## src/rtl/tpd_pkg.sv

```systemverilog
`timescale 1ns / 1ps

package tpd_pkg;

  localparam int RawW = 16;
  localparam int FullW = 14;
  localparam int SpanW = 12;
  localparam int PixW = 13;
  localparam int TrackW = 14;
  localparam int MagW = 28;
  localparam int CfgIdxW = 3;
  localparam int CfgDataW = 14;

  localparam logic [7:0] PEN_DOWN_HDR = 8'h81;
  localparam logic [7:0] PEN_UP_HDR = 8'h80;

  localparam logic [CfgIdxW-1:0] REG_X_SPAN = 3'd0;
  localparam logic [CfgIdxW-1:0] REG_X_FULL = 3'd1;
  localparam logic [CfgIdxW-1:0] REG_Y_SPAN = 3'd2;
  localparam logic [CfgIdxW-1:0] REG_Y_FULL = 3'd3;
  localparam logic [CfgIdxW-1:0] REG_Y_OFFSET = 3'd4;

  localparam logic [SpanW-1:0] X_SPAN_RESET = 12'd800;
  localparam logic [FullW-1:0] X_FULL_RESET = 14'd4090;
  localparam logic [SpanW-1:0] Y_SPAN_RESET = 12'd480;
  localparam logic [FullW-1:0] Y_FULL_RESET = 14'd4070;
  localparam logic [FullW-1:0] Y_OFFSET_RESET = 14'd30;

  localparam logic signed [TrackW-1:0] TRACK_MIN_RESET = 14'sd4096;
  localparam logic signed [TrackW-1:0] TRACK_MAX_RESET = 14'sd0;

  typedef struct packed {
    logic            is_release;
    logic [RawW-1:0] raw_x;
    logic [RawW-1:0] raw_y;
  } pkt_t;

  typedef struct packed {
    logic [SpanW-1:0] x_span;
    logic [FullW-1:0] x_full;
    logic [SpanW-1:0] y_span;
    logic [FullW-1:0] y_full;
    logic [FullW-1:0] y_offset;
  } cfg_t;

  // one restoring step: returns {remainder, quotient/dividend shift word}
  function automatic logic [FullW+MagW-1:0] div_step(input logic [FullW-1:0] rem,
                                                      input logic [MagW-1:0] quo,
                                                      input logic [FullW-1:0] den);
    logic [FullW:0] rem_sh;
    logic [FullW:0] diff;
    rem_sh = {rem, quo[MagW-1]};
    diff = rem_sh - {1'b0, den};
    if (rem_sh >= {1'b0, den}) begin
      div_step = {diff[FullW-1:0], quo[MagW-2:0], 1'b1};
    end else begin
      div_step = {rem_sh[FullW-1:0], quo[MagW-2:0], 1'b0};
    end
  endfunction

  // saturate sign and magnitude to a 13-bit signed pixel
  function automatic logic signed [PixW-1:0] sat_pix(input logic neg,
                                                     input logic [MagW-1:0] mag);
    logic [MagW-1:0] negv;
    negv = ~mag + 1'b1;
    if (!neg) begin
      sat_pix = (mag > MagW'(4095)) ? 13'sd4095 : $signed(mag[PixW-1:0]);
    end else begin
      sat_pix = (mag > MagW'(4096)) ? -13'sd4096 : $signed(negv[PixW-1:0]);
    end
  endfunction

endpackage

```

## src/rtl/tpd_if.sv

```systemverilog
`timescale 1ns / 1ps

interface tpd_in_if;
  logic       valid;
  logic       ready;
  logic [7:0] rx_byte;

  modport source (output valid, output rx_byte, input ready);
  modport sink (input valid, input rx_byte, output ready);
endinterface

interface tpd_out_if;
  logic                                   valid;
  logic                                   ready;
  logic                                   is_release;
  logic signed [tpd_pkg::PixW-1:0]        pixel_x;
  logic signed [tpd_pkg::PixW-1:0]        pixel_y;
  logic signed [tpd_pkg::TrackW-1:0]      lowest_x;
  logic signed [tpd_pkg::PixW-1:0]        highest_x;
  logic signed [tpd_pkg::TrackW-1:0]      lowest_y;
  logic signed [tpd_pkg::PixW-1:0]        highest_y;

  modport source (output valid, output is_release, output pixel_x, output pixel_y,
                  output lowest_x, output highest_x, output lowest_y, output highest_y,
                  input ready);
  modport sink (input valid, input is_release, input pixel_x, input pixel_y,
                input lowest_x, input highest_x, input lowest_y, input highest_y,
                output ready);
endinterface

```

## src/rtl/tpd_front.sv

```systemverilog
`timescale 1ns / 1ps

module tpd_front (
  input  logic            clk,
  input  logic            rst,
  input  logic            in_valid,
  output logic            in_ready,
  input  logic [7:0]      rx_byte,
  input  logic            q_full,
  output logic            push,
  output tpd_pkg::pkt_t   push_pkt
);

  localparam logic [2:0] P_IDLE = 3'd0;
  localparam logic [2:0] P_XLO = 3'd1;
  localparam logic [2:0] P_XHI = 3'd2;
  localparam logic [2:0] P_YLO = 3'd3;
  localparam logic [2:0] P_YHI = 3'd4;

  logic [2:0]                 phase;
  logic                       kind;
  logic [tpd_pkg::RawW-1:0]   raw_x;
  logic [7:0]                 y_low;
  logic                       take;

  assign in_ready = !((phase == P_YHI) && q_full);
  assign take = in_valid && in_ready;
  assign push = take && (phase == P_YHI);

  assign push_pkt.is_release = kind;
  assign push_pkt.raw_x = raw_x;
  assign push_pkt.raw_y = {1'b0, rx_byte, 7'b0} + {8'b0, y_low};

  always_ff @(posedge clk) begin
    if (rst) begin
      phase <= P_IDLE;
      kind <= 1'b0;
    end else if (take) begin
      unique case (phase)
        P_IDLE: begin
          if (rx_byte == tpd_pkg::PEN_DOWN_HDR) begin
            kind <= 1'b0;
            phase <= P_XLO;
          end else if (rx_byte == tpd_pkg::PEN_UP_HDR) begin
            kind <= 1'b1;
            phase <= P_XLO;
          end
        end
        P_XLO: phase <= P_XHI;
        P_XHI: phase <= P_YLO;
        P_YLO: phase <= P_YHI;
        P_YHI: phase <= P_IDLE;
        default: phase <= P_IDLE;
      endcase
    end
  end

  always_ff @(posedge clk) begin
    if (take) begin
      if (phase == P_XLO) begin
        raw_x <= {8'b0, rx_byte};
      end
      if (phase == P_XHI) begin
        raw_x <= {1'b0, rx_byte, 7'b0} + raw_x;
      end
      if (phase == P_YLO) begin
        y_low <= rx_byte;
      end
    end
  end

endmodule

```

## src/rtl/tpd_queue.sv

```systemverilog
`timescale 1ns / 1ps

module tpd_queue (
  input  logic            clk,
  input  logic            rst,
  input  logic            push,
  input  tpd_pkg::pkt_t   push_pkt,
  input  logic            pop,
  output logic            empty,
  output logic            full,
  output tpd_pkg::pkt_t   head
);

  tpd_pkg::pkt_t entries [2];
  logic          wr_ptr;
  logic          rd_ptr;
  logic [1:0]    count;

  assign empty = (count == 2'd0);
  assign full = (count == 2'd2);
  assign head = entries[rd_ptr];

  always_ff @(posedge clk) begin
    if (rst) begin
      wr_ptr <= 1'b0;
      rd_ptr <= 1'b0;
      count <= 2'd0;
    end else begin
      if (push) begin
        wr_ptr <= ~wr_ptr;
      end
      if (pop) begin
        rd_ptr <= ~rd_ptr;
      end
      count <= count + {1'b0, push} - {1'b0, pop};
    end
  end

  always_ff @(posedge clk) begin
    if (push) begin
      entries[wr_ptr] <= push_pkt;
    end
  end

  assert property (@(posedge clk) disable iff (rst) count <= 2'd2)
    else $error("queue count out of range");
  assert property (@(posedge clk) disable iff (rst) (push && !pop) |=> !empty)
    else $error("queue empty after push");

endmodule

```

## src/rtl/tpd_back.sv

```systemverilog
`timescale 1ns / 1ps

module tpd_back (
  input  logic                clk,
  input  logic                rst,
  input  tpd_pkg::cfg_t       cfg,
  input  logic                q_empty,
  input  tpd_pkg::pkt_t       head,
  output logic                pop,
  tpd_out_if.source           out_ch
);

  localparam logic [1:0] B_IDLE = 2'd0;
  localparam logic [1:0] B_MUL = 2'd1;
  localparam logic [1:0] B_DIV = 2'd2;
  localparam logic [1:0] B_FIN = 2'd3;
  localparam logic [4:0] LAST_STEP = 5'(tpd_pkg::MagW - 1);

  logic [1:0]                           state;
  logic [4:0]                           step;
  logic                                 kind;
  logic signed [tpd_pkg::RawW:0]        diff_x;
  logic signed [tpd_pkg::RawW:0]        diff_y;
  logic signed [29:0]                   prod_x;
  logic signed [29:0]                   prod_y;
  logic [29:0]                          abs_x;
  logic [29:0]                          abs_y;
  logic                                 neg_x;
  logic                                 neg_y;
  logic [tpd_pkg::FullW-1:0]            den_x;
  logic [tpd_pkg::FullW-1:0]            den_y;
  logic [tpd_pkg::FullW-1:0]            rem_x;
  logic [tpd_pkg::FullW-1:0]            rem_y;
  logic [tpd_pkg::MagW-1:0]             quo_x;
  logic [tpd_pkg::MagW-1:0]             quo_y;
  logic [tpd_pkg::FullW+tpd_pkg::MagW-1:0] step_x;
  logic [tpd_pkg::FullW+tpd_pkg::MagW-1:0] step_y;
  logic signed [tpd_pkg::PixW-1:0]      pix_x;
  logic signed [tpd_pkg::PixW-1:0]      pix_y;
  logic signed [tpd_pkg::TrackW-1:0]    min_x;
  logic signed [tpd_pkg::TrackW-1:0]    max_x;
  logic signed [tpd_pkg::TrackW-1:0]    min_y;
  logic signed [tpd_pkg::TrackW-1:0]    max_y;
  logic signed [tpd_pkg::TrackW-1:0]    min_x_next;
  logic signed [tpd_pkg::TrackW-1:0]    max_x_next;
  logic signed [tpd_pkg::TrackW-1:0]    min_y_next;
  logic signed [tpd_pkg::TrackW-1:0]    max_y_next;
  logic signed [tpd_pkg::TrackW-1:0]    pix_x_ext;
  logic signed [tpd_pkg::TrackW-1:0]    pix_y_ext;
  logic                                 load;

  assign pop = (state == B_IDLE) && !q_empty;
  assign load = (state == B_FIN) && (!out_ch.valid || out_ch.ready);

  assign prod_x = diff_x * $signed({1'b0, cfg.x_span});
  assign prod_y = diff_y * $signed({1'b0, cfg.y_span});
  assign abs_x = prod_x[29] ? 30'(-prod_x) : 30'(prod_x);
  assign abs_y = prod_y[29] ? 30'(-prod_y) : 30'(prod_y);

  assign step_x = tpd_pkg::div_step(rem_x, quo_x, den_x);
  assign step_y = tpd_pkg::div_step(rem_y, quo_y, den_y);

  assign pix_x = tpd_pkg::sat_pix(neg_x, quo_x);
  assign pix_y = tpd_pkg::sat_pix(neg_y, quo_y);
  assign pix_x_ext = tpd_pkg::TrackW'(pix_x);
  assign pix_y_ext = tpd_pkg::TrackW'(pix_y);

  // press packets only: min first, max only when min held
  always_comb begin
    min_x_next = min_x;
    max_x_next = max_x;
    min_y_next = min_y;
    max_y_next = max_y;
    if (!kind) begin
      if (pix_x_ext < min_x) begin
        min_x_next = pix_x_ext;
      end else if (pix_x_ext > max_x) begin
        max_x_next = pix_x_ext;
      end
      if (pix_y_ext < min_y) begin
        min_y_next = pix_y_ext;
      end else if (pix_y_ext > max_y) begin
        max_y_next = pix_y_ext;
      end
    end
  end

  always_ff @(posedge clk) begin
    if (rst) begin
      state <= B_IDLE;
      step <= 5'd0;
      out_ch.valid <= 1'b0;
      min_x <= tpd_pkg::TRACK_MIN_RESET;
      max_x <= tpd_pkg::TRACK_MAX_RESET;
      min_y <= tpd_pkg::TRACK_MIN_RESET;
      max_y <= tpd_pkg::TRACK_MAX_RESET;
    end else begin
      if (out_ch.valid && out_ch.ready && !load) begin
        out_ch.valid <= 1'b0;
      end
      unique case (state)
        B_IDLE: begin
          if (pop) begin
            state <= B_MUL;
          end
        end
        B_MUL: begin
          step <= 5'd0;
          state <= B_DIV;
        end
        B_DIV: begin
          step <= step + 5'd1;
          if (step == LAST_STEP) begin
            state <= B_FIN;
          end
        end
        B_FIN: begin
          if (load) begin
            out_ch.valid <= 1'b1;
            min_x <= min_x_next;
            max_x <= max_x_next;
            min_y <= min_y_next;
            max_y <= max_y_next;
            state <= B_IDLE;
          end
        end
        default: state <= B_IDLE;
      endcase
    end
  end

  always_ff @(posedge clk) begin
    if (pop) begin
      kind <= head.is_release;
      diff_x <= $signed({1'b0, head.raw_x});
      diff_y <= $signed({1'b0, head.raw_y}) - $signed({3'b0, cfg.y_offset});
    end
    if (state == B_MUL) begin
      neg_x <= prod_x[29];
      neg_y <= prod_y[29];
      quo_x <= abs_x[tpd_pkg::MagW-1:0];
      quo_y <= abs_y[tpd_pkg::MagW-1:0];
      rem_x <= '0;
      rem_y <= '0;
      den_x <= (cfg.x_full == '0) ? tpd_pkg::FullW'(1) : cfg.x_full;
      den_y <= (cfg.y_full == '0) ? tpd_pkg::FullW'(1) : cfg.y_full;
    end
    if (state == B_DIV) begin
      {rem_x, quo_x} <= step_x;
      {rem_y, quo_y} <= step_y;
    end
    if (load) begin
      out_ch.is_release <= kind;
      out_ch.pixel_x <= pix_x;
      out_ch.pixel_y <= pix_y;
      out_ch.lowest_x <= min_x_next;
      out_ch.highest_x <= max_x_next[tpd_pkg::PixW-1:0];
      out_ch.lowest_y <= min_y_next;
      out_ch.highest_y <= max_y_next[tpd_pkg::PixW-1:0];
    end
  end

  assert property (@(posedge clk) disable iff (rst) (state == B_DIV) |-> (step <= LAST_STEP))
    else $error("divider step past last bit");
  assert property (@(posedge clk) disable iff (rst) load |=> (state == B_IDLE && out_ch.valid))
    else $error("result not presented after load");
  assert property (@(posedge clk) disable iff (rst)
                   (min_x <= tpd_pkg::TRACK_MIN_RESET) && (max_x >= tpd_pkg::TRACK_MAX_RESET))
    else $error("x tracker out of range");
  assert property (@(posedge clk) disable iff (rst) (pop |-> !out_ch.valid || state == B_IDLE))
    else $error("pop outside idle");

endmodule

```

## src/rtl/touch_packet_decoder_core.sv

```systemverilog
`timescale 1ns / 1ps
// path: last byte in, packet queue, back-end idle/mul/div/fin, registered result
// throughput: one byte per cycle; last bytes wait while the two-entry queue is full
// the back end takes one packet at a time through the 28-step bit-serial divider
// reset: header hunt, empty queue, trackers min 4096 / max 0, registers to defaults

module touch_packet_decoder_core (
  input  logic                             clk,
  input  logic                             rst,
  tpd_in_if.sink                           in_ch,
  tpd_out_if.source                        out_ch,
  input  logic                             cfg_write,
  input  logic [tpd_pkg::CfgIdxW-1:0]      cfg_index,
  input  logic [tpd_pkg::CfgDataW-1:0]     cfg_data
);

  tpd_pkg::cfg_t cfg;
  tpd_pkg::pkt_t push_pkt;
  tpd_pkg::pkt_t head;
  logic          push;
  logic          pop;
  logic          q_empty;
  logic          q_full;

  always_ff @(posedge clk) begin
    if (rst) begin
      cfg.x_span <= tpd_pkg::X_SPAN_RESET;
      cfg.x_full <= tpd_pkg::X_FULL_RESET;
      cfg.y_span <= tpd_pkg::Y_SPAN_RESET;
      cfg.y_full <= tpd_pkg::Y_FULL_RESET;
      cfg.y_offset <= tpd_pkg::Y_OFFSET_RESET;
    end else if (cfg_write) begin
      unique case (cfg_index)
        tpd_pkg::REG_X_SPAN: cfg.x_span <= cfg_data[tpd_pkg::SpanW-1:0];
        tpd_pkg::REG_X_FULL: cfg.x_full <= cfg_data;
        tpd_pkg::REG_Y_SPAN: cfg.y_span <= cfg_data[tpd_pkg::SpanW-1:0];
        tpd_pkg::REG_Y_FULL: cfg.y_full <= cfg_data;
        tpd_pkg::REG_Y_OFFSET: cfg.y_offset <= cfg_data;
        default: ;
      endcase
    end
  end

  tpd_front u_front (
    .clk      (clk),
    .rst      (rst),
    .in_valid (in_ch.valid),
    .in_ready (in_ch.ready),
    .rx_byte  (in_ch.rx_byte),
    .q_full   (q_full),
    .push     (push),
    .push_pkt (push_pkt)
  );

  tpd_queue u_queue (
    .clk      (clk),
    .rst      (rst),
    .push     (push),
    .push_pkt (push_pkt),
    .pop      (pop),
    .empty    (q_empty),
    .full     (q_full),
    .head     (head)
  );

  tpd_back u_back (
    .clk     (clk),
    .rst     (rst),
    .cfg     (cfg),
    .q_empty (q_empty),
    .head    (head),
    .pop     (pop),
    .out_ch  (out_ch)
  );

endmodule
```

## src/flat_wrapper.sv

```systemverilog
// flat-port wrapper written by rule: the top's interface ports become plain ports
module touch_packet_decoder_core_flat 
  (clk, rst, cfg_write, cfg_index, cfg_data, in_ch_valid, in_ch_rx_byte, in_ch_ready, out_ch_valid, out_ch_is_release, out_ch_pixel_x, out_ch_pixel_y, out_ch_lowest_x, out_ch_highest_x, out_ch_lowest_y, out_ch_highest_y, out_ch_ready);
  tpd_in_if in_ch_i ();
  tpd_out_if out_ch_i ();
  input  logic clk;
  input  logic rst;
  input  logic cfg_write;
  input  logic [tpd_pkg::CfgIdxW-1:0] cfg_index;
  input  logic [tpd_pkg::CfgDataW-1:0] cfg_data;
  input wire logic [$bits(in_ch_i.valid)-1:0] in_ch_valid;
  input wire logic [$bits(in_ch_i.rx_byte)-1:0] in_ch_rx_byte;
  output wire logic [$bits(in_ch_i.ready)-1:0] in_ch_ready;
  output wire logic [$bits(out_ch_i.valid)-1:0] out_ch_valid;
  output wire logic [$bits(out_ch_i.is_release)-1:0] out_ch_is_release;
  output wire logic [$bits(out_ch_i.pixel_x)-1:0] out_ch_pixel_x;
  output wire logic [$bits(out_ch_i.pixel_y)-1:0] out_ch_pixel_y;
  output wire logic [$bits(out_ch_i.lowest_x)-1:0] out_ch_lowest_x;
  output wire logic [$bits(out_ch_i.highest_x)-1:0] out_ch_highest_x;
  output wire logic [$bits(out_ch_i.lowest_y)-1:0] out_ch_lowest_y;
  output wire logic [$bits(out_ch_i.highest_y)-1:0] out_ch_highest_y;
  input wire logic [$bits(out_ch_i.ready)-1:0] out_ch_ready;
  assign in_ch_i.valid = in_ch_valid;
  assign in_ch_i.rx_byte = in_ch_rx_byte;
  assign in_ch_ready = in_ch_i.ready;
  assign out_ch_valid = out_ch_i.valid;
  assign out_ch_is_release = out_ch_i.is_release;
  assign out_ch_pixel_x = out_ch_i.pixel_x;
  assign out_ch_pixel_y = out_ch_i.pixel_y;
  assign out_ch_lowest_x = out_ch_i.lowest_x;
  assign out_ch_highest_x = out_ch_i.highest_x;
  assign out_ch_lowest_y = out_ch_i.lowest_y;
  assign out_ch_highest_y = out_ch_i.highest_y;
  assign out_ch_i.ready = out_ch_ready;
  touch_packet_decoder_core u_core (.clk(clk), .rst(rst), .in_ch(in_ch_i), .out_ch(out_ch_i), .cfg_write(cfg_write), .cfg_index(cfg_index), .cfg_data(cfg_data));
endmodule
```

## config.mk

```make
export PLATFORM = sky130hd
export DESIGN_NAME = touch_packet_decoder_core_flat
export DESIGN_NICKNAME = d
export VERILOG_FILES = /design/src/rtl/tpd_pkg.sv /design/src/rtl/tpd_if.sv /design/src/rtl/tpd_front.sv /design/src/rtl/tpd_queue.sv /design/src/rtl/tpd_back.sv /design/src/rtl/touch_packet_decoder_core.sv /design/src/flat_wrapper.sv
export SDC_FILE = /design/constraint.sdc
export NUM_CORES = 2
export LEC_CHECK = 0
export BUFFER_PORTS_ARGS = -buffer_cell sky130_fd_sc_hd__buf_2
export CELL_PAD_IN_SITES_DETAIL_PLACEMENT = 1
export CELL_PAD_IN_SITES_GLOBAL_PLACEMENT = 2
export CORE_MARGIN = 3
export CORE_UTILIZATION = 30
export DETAILED_ROUTE_END_ITERATION = 8
export PLACE_DENSITY_LB_ADDON = 0.1
export SYNTH_ARGS = -nofsm -noshare
export SYNTH_HDL_FRONTEND = slang
export SYNTH_SLANG_ARGS = --single-unit
```

## constraint.sdc

```tcl
create_clock -name clk -period 8.8 [get_ports clk]
set_input_delay 0 -clock clk [delete_from_list [all_inputs] [get_ports clk]]
set_output_delay 0 -clock clk [all_outputs]
set_load 0.01 [all_outputs]
```

# Yosys cells after proc, flatten, opt, wreduce, memory -nomap -nowiden
# Memories as Yosys holds them, arrays and structs flattened. A register that Yosys moved wholly into a read port is not among the register bits.
# Cells that the tools add are included.
dict set report word_totals {
  input_bits 30
  ramBits 66
  wordCells 170
  mem_count 1
  reg_bits 391
  out_inout_bits 83
}
dict set report classes {
  n_reduce_logical 34
  bitwise 7
  addsub 12
  mux 46
  multipliers 2
  n_eq_ne 19
  n_lt_le_gt_ge 10
}
# memory depth width rd rd_clocked_by_memory_dff wr line_no
set mem_list {}
lappend mem_list {u_core.u_queue.entries 2 33 1 1 1 tpd_queue.sv:14} ;# tpd_pkg::pkt_t entries [2];
# cell count
set op_table {}
lappend op_table {{$mux 28} 6}
lappend op_table {{$mux 13} 12}
lappend op_table {{$mux 14} 7}
lappend op_table {{$mux 42} 2}
lappend op_table {{$gt 28x12->1 const B} 2}
lappend op_table {{$gt 28x13->1 const B} 2}
lappend op_table {{$neg 28->28} 2}
lappend op_table {{$mux 16} 2}
lappend op_table {{$ge 15x14->1} 2}
lappend op_table {{$mul 17x13->30} 1}
lappend op_table {{$gt 13x14->1} 2}
lappend op_table {{$logic_not 14->1} 2}
lappend op_table {{$lt 13x14->1} 2}
lappend op_table {{$mul 16x12->28} 1}
lappend op_table {{$sub 14x14->14} 2}
lappend op_table {{$add 13x1->13 const B} 2}
lappend op_table {{$not 13->13} 2}
lappend op_table {{$reduce_and 2->1} 9}
lappend op_table {{$sub 16x14->17} 1}
lappend op_table {{$add 15x16->16} 1}
lappend op_table {{$add 15x8->16} 1}
lappend op_table {{$eq 8x8->1 const B} 2}
lappend op_table {{$eq 3x2->1 const B} 4}
lappend op_table {{$pmux 3 s4} 1}
lappend op_table {{other kinds (25)} 60}

# Depth between registers and ports, before layout
dict set report logic_depth {
  word_depth 8
  ltp_mapped 24
}

# Modules after synthesis
# From an unflattened synthesis, not the netlist that was laid out.
dict set report hier_totals {
  hier_cells 3603
  area_unflattened_um2 36221.0
}
# mod cells_per_inst n_inst area_per_inst_um2
set by_module_without_submodules {}
lappend by_module_without_submodules {tpd_back 3076 1 29171.7}
lappend by_module_without_submodules {tpd_queue 124 1 2753.9}
lappend by_module_without_submodules {touch_packet_decoder_core 249 1 2607.5}
lappend by_module_without_submodules {tpd_front 154 1 1687.9}

# Worst setup path before layout
# Ideal clock, no wire load.
dict set report synth_path {
  path_kind {reg2reg}
  start {reg u_core.cfg[34] (netlist name)}
  end {reg u_core.u_back.quo_y[27] in the netlist's numbering (data pin)}
  stages_incl_launch_ff 24
  path_slack_ns 2.449
  setup_ns 0.266
  required_ns 8.534
  arrival_time_ns 6.085
  path_cell_list {dfxtp_1 -> clkbuf_1 -> clkbuf_1 -> nand2_1 -> fa_1 -> fa_1 -> inv_1 -> fa_1 -> fa_1 -> inv_1 -> fa_1 -> inv_1 -> ha_1 -> o21a_1 -> a2bb2oi_1 -> o21bai_2 -> o2111a_1 -> o41ai_4 -> mux2i_1 -> nor3_4 -> inv_2 -> and3_1 -> a222oi_1 -> nand3_1}
}
dict set report synth_via {
  word_cells_on_any_way 5
}
# item line_no
set synth_lines {}
lappend synth_lines {{$mul 17x13->30} tpd_back.sv:56} ;# assign prod_y = diff_y * $signed({1'b0, cfg.y_span});
lappend synth_lines {{via u_core.u_back.prod_y[29]} tpd_back.sv:25} ;# logic signed [29:0] prod_y;
lappend synth_lines {{$mux 28} tpd_back.sv:58} ;# assign abs_y = prod_y[29] ? 30'(-prod_y) : 30'(prod_y);
lappend synth_lines {{$mux 28} tpd_back.sv:138} ;# if (state == B_MUL) begin
lappend synth_lines {{$mux 28} tpd_back.sv:148} ;# if (state == B_DIV) begin
lappend synth_lines {{end signal: assignment} tpd_back.sv:142} ;# quo_y <= abs_y[tpd_pkg::MagW-1:0];
lappend synth_lines {{end signal: assignment} tpd_back.sv:150} ;# {rem_y, quo_y} <= step_y;
lappend synth_lines {{end: declaration} tpd_back.sv:35} ;# logic [tpd_pkg::MagW-1:0] quo_y;
# The timed path passes the listed nets, and every way through them passes these cells. The select of a mux whose other input is x is not followed.
# A chain may end at the register's enable or synchronous reset.

# Worst setup path in the final report
dict set report layout_path {
  start {reg u_core.u_back.diff_y[16] in the netlist's numbering}
  end {reg u_core.u_back.quo_y[27] in the netlist's numbering (data pin)}
}
dict set report layout_via {
  word_cells_on_any_way 5
}
# item line_no
set layout_lines {}
lappend layout_lines {{start: declaration} tpd_back.sv:23} ;# logic signed [tpd_pkg::RawW:0] diff_y;
lappend layout_lines {{start signal: assignment} tpd_back.sv:136} ;# diff_y <= $signed({1'b0, head.raw_y}) - $signed({3'b0, cfg.y_offset});
lappend layout_lines {{$mul 17x13->30} tpd_back.sv:56}
lappend layout_lines {{via u_core.u_back.prod_y[29]} tpd_back.sv:25}
lappend layout_lines {{$mux 28} tpd_back.sv:58}
lappend layout_lines {{$mux 28} tpd_back.sv:138}
lappend layout_lines {{$mux 28} tpd_back.sv:148}
# The timed path passes the listed nets, and every way through them passes these cells. The select of a mux whose other input is x is not followed.

==> metrics.txt <==
DR pass1 iterations 4; initial antenna violation count 2; Yosys warnings 0; Post-CTS Repair Setup Buffers 0; DRT Wirelength 96000 um; final hold viol count 0; Horiz. Die Dim 349 um; IO Pins 113; Tcrit/Tclk final 84.4%; Commonest cells post-synth inv_1, nand2_1, fa_1; Sum Neg Setup Slack 0 ns; fraction of layout cells with a size suffix above 1 8.41%; Area Growth Syn to Fin 11.8%; Synth Flop Type edfxtp_1; die area 122000 um2; I/O Buffers 112; HPWL Detailed 75000 um; cts bufs inserted 56; vias per inst 4.69; fraction of registers with async set/reset 0%; final std cells w/o fill 5224; Worst Hold Launch cfg_index[2]; clk sinks 457; CTS resizes 0; crit path launch u_core.u_back.diff_y[16]$_DFFE_PP_; unrepaired setup endpoints after global routing false; Root Driver clkbuf_16; clock-pin slew on the worst setup and hold paths 0.06 ns; Critical Path End Type flop; Residual DRC 0; register area share after synthesis 34.9%; Max Buffers Root-to-Sink 3; worst hold path type input pin to flop; count of cell types in the netlist 80; Synth Register Bits 457; Max-slew headroom 23.3%; largest net degree at the start of global routing 100; EDFF count, synth 318; final setup fails 0; status completed; GP Congestion 0.784; post-route worst setup slack 1.38 ns; worst path required time 9.18 ns; first-pass GRT wire length 154000 um; Synth area leader edfxtp_1; fin nets 4263; WS Path Type flop to flop; vias in the first global route 27200; antenna viol nets, final 0; crit-path max FO 22; min Tclk post-route 7.42 ns; CTS tree built; Max Clk Rate 135 MHz; Avg Cell Area, Syn 9.80 um2; cell area after synthesis 35300 um2; most common cell in the netlist inv_1; crit path launch type flop; Chip Height 349 um; total track usage 15.8%; post-synth top area share 27.0%; Vias 24500; Clock Latency Late Sink 0.66 ns; DR iter-0 viols 963; Setup Skew 0.0681 ns; worst slew pin tran 1.15 ns; Gate Count Post-Synth 3606; top post-synthesis cells by area edfxtp_1, fa_1, ha_1; max-cap viol count 0; GRT overflow 0; dpl ws 1.26 ns; site row count 125; Reg-to-Reg Start u_core.u_back.diff_y[16]$_DFFE_PP_; Worst EP arrival 7.80 ns; Starting Density 30.3%; H-tree Lvls 2; dpl cells 5087; Slew Viols, Final 0; core area 117000 um2; routed length per instance 18.4 um
-- final timing paths --
path | cells after the start | slack [ns] | end
worst max register to register | 22 | 1.38 | u_core.u_back.quo_y[27]$_DFFE_PP_
worst min-delay path | 4 | 0.17 | u_core.cfg[9]$_SDFFE_PP0P_
worst max-delay path | 22 | 1.38 | u_core.u_back.quo_y[27]$_DFFE_PP_
worst min register to register | 0 | 0.40 | u_core.u_queue.entries[0][1]$_DFFE_PP_
-- area by class of cell --
class	instances	area, um2
diodes	1	2.50
clock buffers	76	1560
clock inverters	30	277
fillers	13100	77000
inverters	548	2060
multi-input cells	2418	20300
flip-flops and latches	457	12300
well taps	1524	1910
repair buffers	170	1070
-- worst max-delay path, cell delays in order, from the launching register on --
cell      delay, ns
edfxtp_1       0.55
and2_1         0.28
fa_1           0.57
inv_1          0.08
fa_1           0.70
inv_1          0.23
fa_1           0.54
fa_1           0.50
inv_1          0.06
fa_1           0.53
inv_1          0.05
ha_1           0.37
a21oi_1        0.25
o21ai_0        0.16
nand3_1        0.11
o211ai_1       0.16
o41ai_4        0.31
mux2i_1        0.19
nor3_4         0.72
inv_2          0.19
and3_1         0.24
a222oi_1       0.30
nand3_1        0.12
-- state kept, by name, indices dropped and copies added, names as in the netlist, 16 cells and up, named ones only --
signal / flops
u_core.cfg: 66
u_core.u_queue.entries: 66
u_core.u_back.quo_x: 28
u_core.u_back.quo_y: 28
u_core.u_back.diff_y: 17
u_core.u_back.diff_x: 16
u_core.u_front.raw_x: 16
-- cells in the final DEF, fill, tap and decap left out, types with 13 or more instances in the layout --
| cell type | Yosys | routed |
|---|---|---|
| buf_4 | 0 | 29 |
| xnor2_1 | 82 | 82 |
| nand3_1 | 58 | 58 |
| nor2_1 | 209 | 207 |
| ha_1 | 250 | 248 |
| or2_2 | 20 | 20 |
| dfxtp_1 | 139 | 139 |
| and3_1 | 15 | 15 |
| xor2_1 | 41 | 41 |
| nor3_1 | 31 | 31 |
| inv_1 | 545 | 544 |
| o21a_1 | 15 | 15 |
| nand4_1 | 20 | 20 |
| nand2_1 | 486 | 486 |
| a21o_1 | 37 | 37 |
| o211ai_1 | 15 | 15 |
| dlygate4sd3_1 | 0 | 30 |
| edfxtp_1 | 318 | 318 |
| a21oi_1 | 144 | 143 |
| a211oi_1 | 42 | 42 |
| clkbuf_16 | 0 | 57 |
| clkbuf_1 | 173 | 13 |
| mux2i_1 | 59 | 59 |
| nor2b_1 | 27 | 26 |
| nand2b_1 | 14 | 14 |
| mux2_2 | 42 | 42 |
| o21ai_0 | 130 | 130 |
| buf_2 | 7 | 111 |
| nor4_1 | 18 | 18 |
| and2_1 | 187 | 187 |
| fa_1 | 332 | 332 |
-- stage by stage --
stage | hold WS, ns | util [%] | cell area (um2)
after floorplan | 0.0989 | - | 35300
after global placement | 0.304 | 32.1 | 37300
after detailed placement | 0.301 | 32.1 | 37300
after CTS | 0.130 | 33.9 | 39500
after global routing | 0.190 | 33.9 | 39500
final | 0.174 | 33.9 | 39500
-- cell families after synthesis --
| group | count (synthesis) | share of synthesized area, % |
|---|---|---|
| adder cells (fa/ha/maj) | 582 | 27.7 |
| AND/OR/NAND/NOR | 1124 | 14.9 |
| other | 1 | 0.0106 |
| multiplexers | 101 | 3.01 |
| flip-flops | 457 | 34.9 |
| buffers and inverters | 735 | 7.86 |
| XOR/XNOR | 123 | 3.05 |
| AO/OA/AOI/OAI | 483 | 8.55 |
-- timing repair --
item | in CTS | in global routing
endpoints found under the setup margin | 0 | 0
endpoints found under the hold margin | 161 | 0
hold buffers | 30 | 0
-- per-layer routing --
layer | global-route usage [%] | part of all wire (%)
met5 | 0 | 0
met4 | 3.15 | 1.6
met3 | 2.01 | 3.1
met2 | 26.8 | 47
met1 | 21.8 | 48
Power is left out: the tool's default activity adds up to more than one toggle a clock period on the data nets, which glitch-free logic cannot reach.
